===== config.mk =====
export PLATFORM = sky130hd
export DESIGN_NAME = configure_ack_tracker
export DESIGN_NICKNAME = d
export VERILOG_FILES = /design/src/design/cfgack_pkg.sv /design/src/design/cfgack_queue.sv /design/src/design/configure_ack_tracker.sv
export SDC_FILE = /design/constraint.sdc
export NUM_CORES = 1
export LEC_CHECK = 0
export BUFFER_PORTS_ARGS = -buffer_cell sky130_fd_sc_hd__buf_2
export CORE_MARGIN = 2
export CORE_UTILIZATION = 55
export DETAILED_ROUTE_END_ITERATION = 7
export GPL_TIMING_DRIVEN = 0
export PLACE_DENSITY = 0.73
export SLEW_MARGIN = 20
export SYNTH_ARGS = -nofsm -noshare
export SYNTH_HDL_FRONTEND = slang
export SYNTH_SLANG_ARGS = --single-unit

===== constraint.sdc =====
create_clock -name clk -period 7.9 [get_ports clk]
set_input_delay 0.395 -clock clk [delete_from_list [all_inputs] [get_ports clk]]
set_output_delay 0.395 -clock clk [all_outputs]
set_load 0.01 [all_outputs]

===== src/design/cfgack_pkg.sv =====
`timescale 1ns / 1ps
// shared types and codes for the configure/ack tracker
// no dependencies

package cfgack_pkg;

  localparam int QUEUE_DEPTH_DEF = 8;
  localparam int SERIAL_W        = 32;
  localparam int DIM_W           = 15;
  localparam int OPCODE_W        = 2;
  localparam int STATUS_W        = 3;
  localparam int IN_TDATA_W      = 64;
  localparam int IN_TUSER_W      = 3;
  localparam int OUT_TDATA_W     = 96;

  typedef enum logic [OPCODE_W-1:0] {
    OP_CONFIGURE = 2'd0,
    OP_ACK       = 2'd1,
    OP_COMMIT    = 2'd2,
    OP_UNUSED    = 2'd3
  } opcode_t;

  typedef enum logic [STATUS_W-1:0] {
    ST_OK          = 3'd0,
    ST_BAD_SERIAL  = 3'd1,
    ST_NULL_BUFFER = 3'd2,
    ST_NOT_ACKED   = 3'd3,
    ST_SIZE_MISM   = 3'd4
  } status_t;

  // queue entry, serial in the low bits
  typedef struct packed {
    logic [DIM_W-1:0]    height;
    logic [DIM_W-1:0]    width;
    logic [SERIAL_W-1:0] serial;
  } entry_t;

  typedef struct packed {
    logic                push;
    logic                search;
    entry_t              entry;
  } q_req_t;

  typedef struct packed {
    logic                done;
    logic                hit;
    logic [DIM_W-1:0]    width;
    logic [DIM_W-1:0]    height;
  } q_rsp_t;

  // result tdata, sent_serial in the low bits
  typedef struct packed {
    logic [DIM_W-1:0]    acked_h;
    logic [DIM_W-1:0]    acked_w;
    logic                is_configured;
    logic [STATUS_W-1:0] status;
    logic [DIM_W-1:0]    sent_height;
    logic [DIM_W-1:0]    sent_width;
    logic [SERIAL_W-1:0] sent_serial;
  } out_data_t;

endpackage


===== src/design/cfgack_queue.sv =====
`timescale 1ns / 1ps
// pending configure queue: circular memory with a serial search sequencer
// depends on cfgack_pkg

module cfgack_queue #(
  parameter int DEPTH = cfgack_pkg::QUEUE_DEPTH_DEF
) (
  input  logic              clk,
  input  logic              rst_n,
  input  cfgack_pkg::q_req_t req,
  output cfgack_pkg::q_rsp_t rsp
);

  localparam int PTR_W = (DEPTH > 1) ? $clog2(DEPTH) : 1;
  localparam int CNT_W = $clog2(DEPTH + 1);

  typedef enum logic [2:0] {
    Q_IDLE  = 3'b001,
    Q_FETCH = 3'b010,
    Q_SCAN  = 3'b100
  } q_state_t;

  function automatic logic [PTR_W-1:0] ptr_inc(input logic [PTR_W-1:0] p);
    ptr_inc = (p == PTR_W'(DEPTH - 1)) ? '0 : p + PTR_W'(1);
  endfunction

  cfgack_pkg::entry_t mem [DEPTH];
  cfgack_pkg::entry_t rd_data_r;

  q_state_t                          state_r, state_nxt;
  logic [PTR_W-1:0]                  head_r, head_nxt;
  logic [PTR_W-1:0]                  tail_r, tail_nxt;
  logic [PTR_W-1:0]                  scan_ptr_r, scan_ptr_nxt;
  logic [PTR_W-1:0]                  k_r, k_nxt;
  logic [CNT_W-1:0]                  count_r, count_nxt;
  logic [cfgack_pkg::SERIAL_W-1:0]   serial_r;
  logic                              done_r, done_nxt;
  logic                              hit_r, hit_nxt;
  logic [cfgack_pkg::DIM_W-1:0]      hit_w_r, hit_w_nxt;
  logic [cfgack_pkg::DIM_W-1:0]      hit_h_r, hit_h_nxt;
  logic                              match;
  logic [CNT_W-1:0]                  k_plus1;

  always_ff @(posedge clk) begin
    if (req.push) begin
      mem[tail_r] <= req.entry;
    end
    rd_data_r <= mem[scan_ptr_r];
    if (req.search) begin
      serial_r <= req.entry.serial;
    end
    hit_w_r <= hit_w_nxt;
    hit_h_r <= hit_h_nxt;
  end

  // the one serial comparator, reused for every entry
  assign match   = (rd_data_r.serial == serial_r);
  assign k_plus1 = CNT_W'(k_r) + CNT_W'(1);

  always_comb begin
    state_nxt    = state_r;
    head_nxt     = head_r;
    tail_nxt     = tail_r;
    scan_ptr_nxt = scan_ptr_r;
    k_nxt        = k_r;
    count_nxt    = count_r;
    done_nxt     = 1'b0;
    hit_nxt      = 1'b0;
    hit_w_nxt    = hit_w_r;
    hit_h_nxt    = hit_h_r;
    unique case (state_r)
      Q_IDLE: begin
        if (req.push) begin
          tail_nxt = ptr_inc(tail_r);
          if (count_r == CNT_W'(DEPTH)) begin
            head_nxt = ptr_inc(head_r);
          end else begin
            count_nxt = count_r + CNT_W'(1);
          end
        end else if (req.search) begin
          if (count_r == '0) begin
            done_nxt = 1'b1;
          end else begin
            scan_ptr_nxt = head_r;
            state_nxt    = Q_FETCH;
          end
        end
      end
      Q_FETCH: begin
        scan_ptr_nxt = ptr_inc(scan_ptr_r);
        k_nxt        = '0;
        state_nxt    = Q_SCAN;
      end
      Q_SCAN: begin
        if (match) begin
          head_nxt  = scan_ptr_r;
          count_nxt = count_r - k_plus1;
          done_nxt  = 1'b1;
          hit_nxt   = 1'b1;
          hit_w_nxt = rd_data_r.width;
          hit_h_nxt = rd_data_r.height;
          state_nxt = Q_IDLE;
        end else if (k_plus1 == count_r) begin
          done_nxt  = 1'b1;
          state_nxt = Q_IDLE;
        end else begin
          k_nxt        = k_r + PTR_W'(1);
          scan_ptr_nxt = ptr_inc(scan_ptr_r);
        end
      end
      default: state_nxt = Q_IDLE;
    endcase
  end

  always_ff @(posedge clk) begin
    if (!rst_n) begin
      state_r    <= Q_IDLE;
      head_r     <= '0;
      tail_r     <= '0;
      scan_ptr_r <= '0;
      k_r        <= '0;
      count_r    <= '0;
      done_r     <= 1'b0;
      hit_r      <= 1'b0;
    end else begin
      state_r    <= state_nxt;
      head_r     <= head_nxt;
      tail_r     <= tail_nxt;
      scan_ptr_r <= scan_ptr_nxt;
      k_r        <= k_nxt;
      count_r    <= count_nxt;
      done_r     <= done_nxt;
      hit_r      <= hit_nxt;
    end
  end

  assign rsp.done   = done_r;
  assign rsp.hit    = hit_r;
  assign rsp.width  = hit_w_r;
  assign rsp.height = hit_h_r;

endmodule


===== src/design/configure_ack_tracker.sv =====
`timescale 1ns / 1ps
// configure/ack tracker top level: command decode, commit checks, result register
// depends on cfgack_pkg and cfgack_queue
//
//  channel | dir | ports                      | transaction
//  in_     | in  | tvalid tready tdata tuser  | one configure, ack or commit command
//  out_    | out | tvalid tready tdata tuser  | one result per command
//
// configure, commit and unused codes: result registered in the cycle after the transaction
// ack: queue fetch, then scan, one entry per cycle through the serial comparator
// in_tready is low while an ack search runs and while a result waits stalled
// synchronous active-low reset clears all control and size state; no clearing pass

module configure_ack_tracker #(
  parameter int QUEUE_DEPTH = cfgack_pkg::QUEUE_DEPTH_DEF
) (
  input  logic                               clk,
  input  logic                               rst_n,
  input  logic                               in_tvalid,
  output logic                               in_tready,
  input  logic [cfgack_pkg::IN_TDATA_W-1:0]  in_tdata,   // serial, width, height, pad
  input  logic [cfgack_pkg::IN_TUSER_W-1:0]  in_tuser,   // opcode, has_buffer
  output logic                               out_tvalid,
  input  logic                               out_tready,
  output logic [cfgack_pkg::OUT_TDATA_W-1:0] out_tdata,  // sent_serial, sent_width,
                                                         // sent_height, status,
                                                         // is_configured, acked_w, acked_h
  output logic                               out_tuser   // sent
);

  typedef enum logic [1:0] {
    T_IDLE = 2'b01,
    T_ACK  = 2'b10
  } t_state_t;

  localparam int DW = cfgack_pkg::DIM_W;
  localparam int SW = cfgack_pkg::SERIAL_W;

  t_state_t              state_r, state_nxt;
  logic [DW-1:0]         last_w_r, last_h_r;
  logic [DW-1:0]         acked_w_r, acked_h_r;
  logic                  configured_r;
  logic                  out_valid_r;
  logic                  out_sent_r;
  cfgack_pkg::out_data_t out_data_r, out_data_nxt;
  logic                  out_sent_nxt;
  logic                  out_load;

  cfgack_pkg::q_req_t    q_req;
  cfgack_pkg::q_rsp_t    q_rsp;

  cfgack_pkg::opcode_t   op;
  logic [SW-1:0]         in_serial;
  logic [DW-1:0]         in_w, in_h;
  logic                  in_buf;
  logic                  accept;
  logic                  size_new;
  logic                  ack_hit;

  assign op        = cfgack_pkg::opcode_t'(in_tuser[cfgack_pkg::OPCODE_W-1:0]);
  assign in_buf    = in_tuser[cfgack_pkg::OPCODE_W];
  assign in_serial = in_tdata[SW-1:0];
  assign in_w      = in_tdata[SW+DW-1:SW];
  assign in_h      = in_tdata[SW+2*DW-1:SW+DW];

  assign in_tready = (state_r == T_IDLE) && (!out_valid_r || out_tready);
  assign accept    = in_tvalid && in_tready;
  assign size_new  = (in_w != last_w_r) || (in_h != last_h_r);
  assign ack_hit   = (state_r == T_ACK) && q_rsp.done && q_rsp.hit;

  assign q_req.push         = accept && (op == cfgack_pkg::OP_CONFIGURE) && size_new;
  assign q_req.search       = accept && (op == cfgack_pkg::OP_ACK);
  assign q_req.entry.serial = in_serial;
  assign q_req.entry.width  = in_w;
  assign q_req.entry.height = in_h;

  cfgack_queue #(
    .DEPTH (QUEUE_DEPTH)
  ) u_queue (
    .clk   (clk),
    .rst_n (rst_n),
    .req   (q_req),
    .rsp   (q_rsp)
  );

  always_comb begin
    state_nxt                  = state_r;
    out_load                   = 1'b0;
    out_sent_nxt               = 1'b0;
    out_data_nxt               = '0;
    out_data_nxt.status        = cfgack_pkg::ST_OK;
    out_data_nxt.is_configured = configured_r;
    out_data_nxt.acked_w       = acked_w_r;
    out_data_nxt.acked_h       = acked_h_r;
    unique case (state_r)
      T_IDLE: begin
        if (accept) begin
          unique case (op)
            cfgack_pkg::OP_CONFIGURE: begin
              out_load = 1'b1;
              if (size_new) begin
                out_sent_nxt             = 1'b1;
                out_data_nxt.sent_serial = in_serial;
                out_data_nxt.sent_width  = in_w;
                out_data_nxt.sent_height = in_h;
              end
            end
            cfgack_pkg::OP_ACK: begin
              state_nxt = T_ACK;
            end
            cfgack_pkg::OP_COMMIT: begin
              out_load = 1'b1;
              priority if (!in_buf) begin
                out_data_nxt.status = cfgack_pkg::ST_NULL_BUFFER;
              end else if (!configured_r) begin
                out_data_nxt.status = cfgack_pkg::ST_NOT_ACKED;
              end else if ((in_w != acked_w_r) || (in_h != acked_h_r)) begin
                out_data_nxt.status = cfgack_pkg::ST_SIZE_MISM;
              end else begin
                out_data_nxt.status = cfgack_pkg::ST_OK;
              end
            end
            cfgack_pkg::OP_UNUSED: begin
              out_load = 1'b1;
            end
          endcase
        end
      end
      T_ACK: begin
        if (q_rsp.done) begin
          out_load  = 1'b1;
          state_nxt = T_IDLE;
          if (q_rsp.hit) begin
            out_data_nxt.is_configured = 1'b1;
            out_data_nxt.acked_w       = q_rsp.width;
            out_data_nxt.acked_h       = q_rsp.height;
          end else begin
            out_data_nxt.status = cfgack_pkg::ST_BAD_SERIAL;
          end
        end
      end
      default: state_nxt = T_IDLE;
    endcase
  end

  always_ff @(posedge clk) begin
    if (out_load) begin
      out_data_r <= out_data_nxt;
      out_sent_r <= out_sent_nxt;
    end
  end

  always_ff @(posedge clk) begin
    if (!rst_n) begin
      state_r      <= T_IDLE;
      out_valid_r  <= 1'b0;
      last_w_r     <= '0;
      last_h_r     <= '0;
      acked_w_r    <= '0;
      acked_h_r    <= '0;
      configured_r <= 1'b0;
    end else begin
      state_r <= state_nxt;
      if (out_load) begin
        out_valid_r <= 1'b1;
      end else if (out_tready) begin
        out_valid_r <= 1'b0;
      end
      if (q_req.push) begin
        last_w_r <= in_w;
        last_h_r <= in_h;
      end
      if (ack_hit) begin
        acked_w_r    <= q_rsp.width;
        acked_h_r    <= q_rsp.height;
        configured_r <= 1'b1;
      end
    end
  end

  assign out_tvalid = out_valid_r;
  assign out_tdata  = out_data_r;
  assign out_tuser  = out_sent_r;

endmodule


* Word level (Yosys, flattened, before mapping)
Memory sizes are Yosys's and may differ from the RTL's. A register that Yosys moved wholly into a read port is not among the register bits.
Cells that the tools add are included.
** Cells by class
- Shifts and indexed selects :: 0
- Reduce and logical (&&, ||, !) cells :: 29
- Muxes and demuxes :: 58
- Order comparisons :: 0
- $mul :: 0
- Equality and inequality tests :: 31
- $add $sub $neg :: 7
- Bitwise operators :: 0
- Divide/modulo/power cells :: 0
** Operator list (number)
- $mux 62 :: 2
- $mux 3 :: 22
- $mux 65 :: 1
- $mux 31 :: 2
- $ne 15x15->1 :: 4
- $mux 34 :: 1
- $eq 32x32->1 :: 1
- $pmux 3 s2 :: 3
- $pmux 3 s3 :: 2
- $ne 2x2->1 const B :: 8
- $reduce_and 4->1 :: 4
- $mux 1 :: 15
- $add 3x1->3 const B :: 4
- $eq 3x3->1 const B :: 4
- $mux 4 :: 3
- $reduce_and 3->1 :: 3
- $ne 2x1->1 const B :: 4
- $pmux 4 s2 :: 1
- $logic_and 1x1->1 :: 7
- $eq 2x2->1 const B :: 3
- $mux 2 :: 3
- $reduce_and 2->1 :: 3
- $reduce_and 6->1 :: 1
- $reduce_bool 2->1 :: 3
- 17 further kinds :: 21
** Storage, ports and cells
- Memory bits (read-only) :: 0
- Word-level logic and storage cells :: 152
- Memories kept :: 1
- Memory bits (writable) :: 496
- Input bits :: 71
- Register bits :: 244
- Latch bits :: 0
** Memory list
- u_queue.mem :: depth 8, bits a word 62, read ports 1, clocked after memory_dff 1, wr ports 1, RTL line cfgack_queue.sv:27 : cfgack_pkg::entry_t mem [DEPTH];

* Longest topological paths before layout
Gate-level depths: netlist (run 1).
- Depth after elaboration :: 8
- Gate-level depth with buffers :: 9

* Modules after synthesis
From an unflattened synthesis (run 1), not the netlist that was laid out.
** Second synthesis, totals
- Cells, all modules :: 1555
- Area, all modules :: 30093.9 µm²
** By module, submodules not included
- cfgack_queue :: cells an instance 1047, area each 23465.0 µm², instances 1
- configure_ack_tracker :: cells an instance 508, area each 6628.9 µm², instances 1

* Worst setup path before layout (run 1)
OpenSTA, ideal clock, no wires.
- Kind :: input to register
- From :: in in_tdata[32] in the netlist's numbering
- To :: mem u_queue.mem[0][0] in the netlist's numbering (enable)
- Setup time :: 0.571 ns
- Required time :: 7.329 ns
- Cell stages on the path :: 7
- Setup slack :: 1.223 ns
- Arrival :: 6.106 ns
- Path through :: xnor2_1 -> nand4_1 -> nor4_1 -> a2111oi_4 -> clkbuf_2 -> and2b_1 -> nor3b_1
** On the way
- Longest elaborated chain between the ends :: 5
** Ends and longest elaborated chain
- start: declaration :: RTL line configure_ack_tracker.sv:21 : input logic [cfgack_pkg::IN_TDATA_W-1:0] in_tdata,
- $ne 15x15->1 :: RTL line configure_ack_tracker.sv:68 : assign size_new = (in_w != last_w_r) || (in_h != last_h_r);
- $logic_or 1x1->1 :: RTL line configure_ack_tracker.sv:68
- $logic_and 1x1->1 :: RTL line configure_ack_tracker.sv:71 : assign q_req.push = accept && (op == cfgack_pkg::OP_CONFIGURE) && size_new;
- $mux 1 :: RTL line cfgack_queue.sv:45 : if (req.push) begin
- $mux 1 (implied by the code) :: RTL line cfgack_queue.sv:46 : mem[tail_r] <= req.entry;
- end: declaration :: RTL line cfgack_queue.sv:27
No other way between the ends.

* Final worst setup path (run 1)
- From :: reg last_h_r[5]
- To :: mem u_queue.mem[6][31] in the netlist's numbering (enable)
** On the way
- Longest elaborated chain between the ends :: 5
** Ends and longest elaborated chain
- start: declaration :: RTL line configure_ack_tracker.sv:40 : logic [DW-1:0] last_w_r, last_h_r;
- start signal: assignment :: RTL line configure_ack_tracker.sv:171 : last_h_r <= in_h;
- $ne 15x15->1 :: RTL line configure_ack_tracker.sv:68
- $logic_or 1x1->1 :: RTL line configure_ack_tracker.sv:68
- $logic_and 1x1->1 :: RTL line configure_ack_tracker.sv:71
- $mux 1 :: RTL line cfgack_queue.sv:45
- $mux 1 (implied by the code) :: RTL line cfgack_queue.sv:46
No other way between the ends.

==> results_dict.tcl, run 1 <==
set metrics [dict create \
    antenna_found_initial 3 \
    netlist.top_cell.by_area "edfxtp_1" \
    clk_pin_slew_ns 0.06 \
    ys_types 48 \
    slew_viol_final 0 \
    first_global_vias 15449 \
    p_comb_frac 0.035 \
    period_needed_ns 4.513 \
    port_buffers 166 \
    top_usage_layer "met2" \
    wire_per_inst_um 24.64 \
    num_rows 85 \
    cts_inserted_buffers 79 \
    area_growth_pct 17.77 \
    cts_tree "built" \
    layout-drive-gt1-share 0.3130 \
    hold_path.class "input pin to flip-flop" \
    vias_per_cell 5.740 \
    worstSetupPathType "flip-flop to flip-flop" \
    htree_levels 3 \
    routed_wl_um 63640 \
    synth_edf_count 655 \
    final_nets 1907 \
    fp.dieW_um 236.5 \
    ys_ff_latch 802 \
    grt_max_degree 36 \
    crit_required_ns 8.21 \
    clockBufferDepth 3 \
    core_mm2 0.05360 \
    dieArea_mm2 0.05592 \
    worst_slew_pin_slew_ns 0.9531 \
    fin_crit_sh 0.5713 \
    vias 14827 \
    p_int_uw 7160 \
    cap_violations 0 \
    ys_top_cells_by_area "edfxtp_1 (66%), dfxtp_1 (9.9%), mux4_2 (9.4%)" \
    arrival_ns 4.82 \
    yosys_warnings 0 \
    holdPathEnd "u_queue.mem[2][18]" \
    hold_path_depth 1 \
    outcome "complete, no violations" \
    track_usage 0.2331 \
    clk_latency_ns 0.62 \
    ios 170 \
    ctsResizeCount 0 \
    drt_iter0_markers 1356 \
    r2r_slack_ns 3.39 \
    p_leak_uw 0.01202 \
    overflow 0 \
    syn_nets 1600 \
    p_per_area_mw_per_mm2 254.6 \
    die_y_um 236.5 \
    r2r_start "last_h_r[5]" \
    clkPwrFrac 0.441 \
    worstPathMaxFanout 10 \
    layout_common_cells "edfxtp_1 (655), buf_2 (177), dfxtp_1 (147), mux4_2 (124), and2_1 (98)" \
    hp-start "in_tdata[18]" \
    clock.fmax_ghz 0.2216 \
    p_seq_frac 0.524 \
    holdBufCountCts 0 \
    avgSynthCellArea_um2 19.63 \
    grt_first_pass_wirelength_um 95730 \
    design_area_mm2 0.03501 \
    syn-cell-area_mm2 0.02973 \
    cts_setup_buffers 0 \
    clockRootBuffer "clkbuf_16" \
    synthArstFlopShare 0 \
    endpoint_kind "flip-flop" \
    synth_cells 1514 \
    rsz0062_at_grt "no" \
    ys.flop_type "edfxtp_1" \
    cts_sinks 802 \
    final_common_cell "edfxtp_1" \
    finalHoldViolCount 0 \
    start_util 0.5546 \
    ff2ff_path_depth 11 \
    postPlaceCellArea_mm2 0.03225 \
    use_met1 0.3090 \
    use_met3 0.03824 \
    drtPass1Iterations 5 \
    synth_top_area_frac 0.6617 \
    maxSlewHeadroom 0.3646 \
    fin_tns_setup_ns 0 \
    crit_path_start_kind "flip-flop" \
    drc 0 \
    gp_congestion 0.8111 \
    yosysSeqAreaShare 0.7607 \
    antenna_left 0 \
    dp_hpwl_um 42150 \
    use_met2 0.3948 \
    ir_worst_vdd_uv 223.5 \
    final.setup_skew_ns 0.02302 \
    swShare 0.1968 \
    r2r_end "u_queue.mem[6][31]" \
    p_switching_uw 1754 \
    setup-violations-final 0 \
]
[flip-flops by register name, summed over array words and instances, names as in the netlist, 4 cells and up]
signal             flops
u_queue.mem          496
out_tdata             96
u_queue.rd_data_r     62
u_queue.serial_r      32
acked_h_r             15
acked_w_r             15
last_h_r              15
last_w_r              15
u_queue.hit_h_r       15
u_queue.hit_w_r       15
u_queue.count_r        4
[worst max-delay path by stage]
| stage | slack [ns] | to | depth (start not counted) | startpoint |
|---|---|---|---|---|
| after CTS | 3.39 | u_queue.mem[4][22] | 12 | last_h_r[7] |
| after detailed placement | 3.08 | u_queue.mem[6][20] | 12 | in_tdata[54] |
| after global placement | -4.78 | u_queue.mem[6][8] | 8 | in_tdata[52] |
| after floorplan | 1.22 | u_queue.mem[0][0] | 7 | in_tdata[32] |
| final | 3.39 | u_queue.mem[6][31] | 11 | last_h_r[5] |
| after global routing | 3.28 | u_queue.mem[6][31] | 11 | last_h_r[7] |
[per-layer routing]
layer,vias to the layer above,wire (µm)
met4,2,1989
met1,7682,25630
li1,6522,-
met5,-,13
met2,509,32320
met3,112,3685
[cell type report]
| type | instances | area [µm²] |
|---|---|---|
| Timing Repair Buffer | 226 | 1604 |
| Antenna cell | 2 | 5.005 |
| Tap cell | 696 | 870.8 |
| Sequential cell | 802 | 22610 |
| Clock buffer | 111 | 2230 |
| Fill cell | 3598 | 18590 |
| Buffer | 60 | 241.5 |
| Clock inverter | 34 | 506.7 |
| Multi-Input combinational cell | 644 | 6910 |
| Inverter | 8 | 30.03 |
[critical path, stage by stage (launching register included)]
cell       delay (ns)
dfxtp_1          0.32
xnor2_1          0.21
nand4_1          0.14
nor4_1           0.10
a2111oi_4        0.84
buf_2            0.65
nand2_1          0.33
nor3b_2          0.77
buf_4            0.30
buf_4            0.18
buf_4            0.17
buf_4            0.18
[synth_stat cells, types with 2 or more instances]
cell,number
o211ai_1,2
or3_1,2
clkbuf_1,42
o21ai_0,11
a21o_1,2
buf_1,6
mux2_2,93
edfxtp_1,655
buf_2,11
o22ai_1,2
a21oi_1,5
nor2_1,5
ha_1,14
mux2i_1,4
nor2b_1,35
nand4_1,13
nand2b_1,4
xor2_1,54
a21boi_0,4
mux4_2,124
nor3b_1,4
dfxtp_1,147
nand2_1,36
nor3_1,4
inv_1,8
and3b_1,3
nand3_1,13
and3_1,2
xnor2_1,44
a31o_2,2
and2_1,98
o21a_1,32
and2b_1,3
nor4_1,16
[metrics by stage]
step	std cells	setup WS, ns	power [µW]	util	hold slack, ns
3_5_place_dp	2435	3.083	5080	0.6017	0.3887
6_report	2583	3.387	8914	0.6532	0.08317
2_1_floorplan	1514	1.223	4906	-	0.3855
4_1_cts	2580	3.387	8985	0.6528	0.04331
5_1_grt	2582	3.279	9172	0.6531	0.07537
3_3_place_gp	2376	-4.783	5063	0.5863	0.3864
[power by group through the flow]
stage	Combinational [µW]	Sequential (µW)	Clock [µW]
after floorplan	109	4800	0
after global placement	280	4780	0
after detailed placement	315	4760	0
after CTS	316	4680	3990
after global routing	337	4680	4160
final	312	4670	3930
[kinds of logic after synthesis]
| family | Yosys count | share of synthesized area |
|---|---|---|
| and+or+nand+nor | 242 | 0.04756 |
| muxes | 221 | 0.1305 |
| DFF | 802 | 0.7607 |
| AOI/OAI and AO/OA | 68 | 0.01671 |
| adders and majority gates | 15 | 0.006566 |
| xor gates and xnor gates | 98 | 0.02887 |
| buffers and inverters | 68 | 0.009091 |
No activity file was read; power rests on OpenSTA's default activity.
==> inputs of run 2 (changes only) <==
Clock period 7.9 ns to 4.7 ns, I/O delays scaled along.
==> run 2 against run 1 <==
- total power rose by 65%
- sequential power rose by 68%
- utilization rose by 0.98 points
- design area rose by 1.5%
- sequential cell count did not move
- combinational power rose by 86%
- non-clock buffer count rose by 58
- register-to-register slack got worse by 3.2 ns
- global-route usage barely moved
==> results_dict.tcl, run 2 (synthesized netlist as in run 1, its figures left out) <==
set metrics [dict create \
    outcome "complete, no violations" \
    hp-start "rst_n" \
    final_common_cell "edfxtp_1" \
    period_needed_ns 4.583 \
    rsz0062_at_grt "no" \
    clkPwrFrac 0.427 \
    vias_per_cell 5.710 \
    fin_crit_sh 0.9752 \
    setup-violations-final 0 \
    critPathSlowestCell "a2111oi_4" \
    multi_input_area_mm2 0.006923 \
    routed_wl_um 63800 \
    r2r_end "u_queue.mem[5][22]" \
    p_int_uw 11760 \
    first_global_vias 15789 \
    max_stage_delay_ns 0.92 \
    crit_family "buffers and inverters" \
    clock.fmax_ghz 0.2182 \
    core_mm2 0.05360 \
    port_buffers 166 \
    largest_register_ffs 496 \
    track_usage 0.2334 \
    dp_hpwl_um 42000 \
    endpoint_kind "flip-flop" \
    start_util 0.5546 \
    die_y_um 236.5 \
    antenna_left 0 \
    worstSetupPathType "input pin to flip-flop" \
    clockRootBuffer "clkbuf_16" \
    vias 15092 \
    cts_inserted_buffers 80 \
    gp_congestion 0.8430 \
    cap_violations 0 \
    drtPass1Iterations 5 \
    ff2ff_path_depth 12 \
    worst_slew_pin_slew_ns 1.012 \
    grt_max_degree 23 \
    clk_pin_slew_ns 0.06 \
    fp.dieW_um 236.5 \
    layout_common_cells "edfxtp_1 (655), buf_2 (176), dfxtp_1 (147), mux4_2 (124), and2_1 (98)" \
    diodes 0 \
    crit_path_start_kind "input pin" \
    drc 0 \
    fillers 3474 \
    num_rows 85 \
    layout-drive-gt1-share 0.2989 \
    p_comb_frac 0.039 \
    final_core_util 0.6630 \
    worst_slack_ns 0.1166 \
    drt_iter0_markers 1238 \
    htree_levels 3 \
    final_nets 1966 \
    pre_cts_ws_ns -0.2698 \
    swShare 0.2009 \
    maxSlewHeadroom 0.3251 \
    wire_per_inst_um 24.14 \
    top_register "u_queue.mem" \
    ios 170 \
    r2r_start "last_h_r[5]" \
    p_per_area_mw_per_mm2 414.3 \
    crit_required_ns 5.02 \
    r2r_slack_ns 0.22 \
    seq_area_mm2 0.02261 \
    hold_path.class "input pin to flip-flop" \
    grt_first_pass_wirelength_um 96270 \
    cts_setup_buffers 0 \
    cpMostUsedCell "buf_4" \
    overflow 0 \
    cts_sinks 802 \
    timing.critical_path.buf_inv 8 \
    antenna_found_initial 1 \
    area_growth_pct 19.55 \
    p_leak_uw 0.01222 \
    holdPathEnd "u_queue.scan_ptr_r[2]" \
    hold_path_depth 3 \
    arrival_ns 4.90 \
    finalHoldViolCount 0 \
    cts_tree "built" \
    path_cells "dlygate4sd3_1, buf_2, xnor2_1, nand4_1, nor4_1, a2111oi_4, buf_4, nand2_1, nor3b_2, buf_6, buf_4, buf_6, buf_4, buf_4" \
    clk_latency_ns 0.62 \
    clockBufferDepth 3 \
    slew_viol_final 0 \
    final.setup_skew_ns 0.02054 \
    ir_worst_vdd_uv 340.0 \
    p_seq_frac 0.534 \
    worstPathMaxFanout 11 \
    p_switching_uw 2957 \
    dieArea_mm2 0.05592 \
]
[run 2: cell types whose count changed in the layout (fill, tap and decap cells not counted), sizes merged, moves of 4 or more]
cell,previous run,this run
buf,242,237
bufinv,13,4
clkbuf,155,167
dlygate4sd3,0,64
clkinv,15,19
[run 2: layout make-up]
cell class,instances,share of cell area
Clock buffer,124,0.06704
Multi-Input combinational cell,644,0.1948
Tap cell,696,0.02451
Inverter,8,0.0008450
Timing Repair Buffer,284,0.06292
Sequential cell,802,0.6363
Clock inverter,25,0.006760
Buffer,60,0.006831
[run 2: power groups by stage]
stage,sequential (µW),clock [µW],combinational (µW)
finish,7860,6280,580
global route,7870,6670,623
CTS,7860,6400,585
detailed placement,8010,0,540
global placement,8020,0,470
floorplan,8050,0,184
[run 2: routing by layer]
layer	share of wire	track usage	wire [µm]
met5	0	0	0
met4	0.028	0.08573	1801
met3	0.060	0.04138	3824
met2	0.50	0.3922	32050
met1	0.41	0.3090	26130
[run 2: worst max-delay path by stage]
| stage | startpoint | slack [ns] | cells after the start | to |
|---|---|---|---|---|
| 2_1_floorplan | last_w_r[0] | -1.87 | 7 | u_queue.mem[6][0] |
| 3_3_place_gp | in_tdata[52] | -7.94 | 8 | u_queue.mem[6][22] |
| 3_5_place_dp | in_tdata[52] | -0.27 | 13 | u_queue.mem[6][22] |
| 4_1_cts | in_tdata[52] | 0.19 | 14 | u_queue.mem[5][21] |
| 5_1_grt | in_tdata[52] | 0.01 | 14 | u_queue.mem[5][21] |
| 6_report | in_tdata[52] | 0.12 | 14 | u_queue.mem[5][22] |
[run 2: worst reg2reg max path, delay by kind of cell (launching register included)]
kind | cells | cell delay [ns]
DFF | 1 | 0.31
buffers and inverters | 6 | 1.57
AOI/OAI and AO/OA | 1 | 0.92
and+or+nand+nor | 4 | 1.16
xor gates and xnor gates | 1 | 0.22
[run 2: per-stage QoR]
step                      instances  hold WS, ns  power (µW)  setup TNS [ns]  area, µm²
after floorplan                1514       0.3339        8237         -323.78      29740
after global placement         2376       0.3859        8493        -2231.78      31440
after detailed placement       2430       0.3887        8549          -4.410      32260
after CTS                      2643      0.02060       14840               0      35540
after global routing           2643      0.05989       15160               0      35540
final                          2643      0.05120       14720               0      35540
[run 2: timing repair]
action / CTS / global route
hold endpoints to repair: 531 / 0
endpoints found under the setup margin: 8 / 0
hold buffers: 64 / 0
resized for setup: 2 / 0
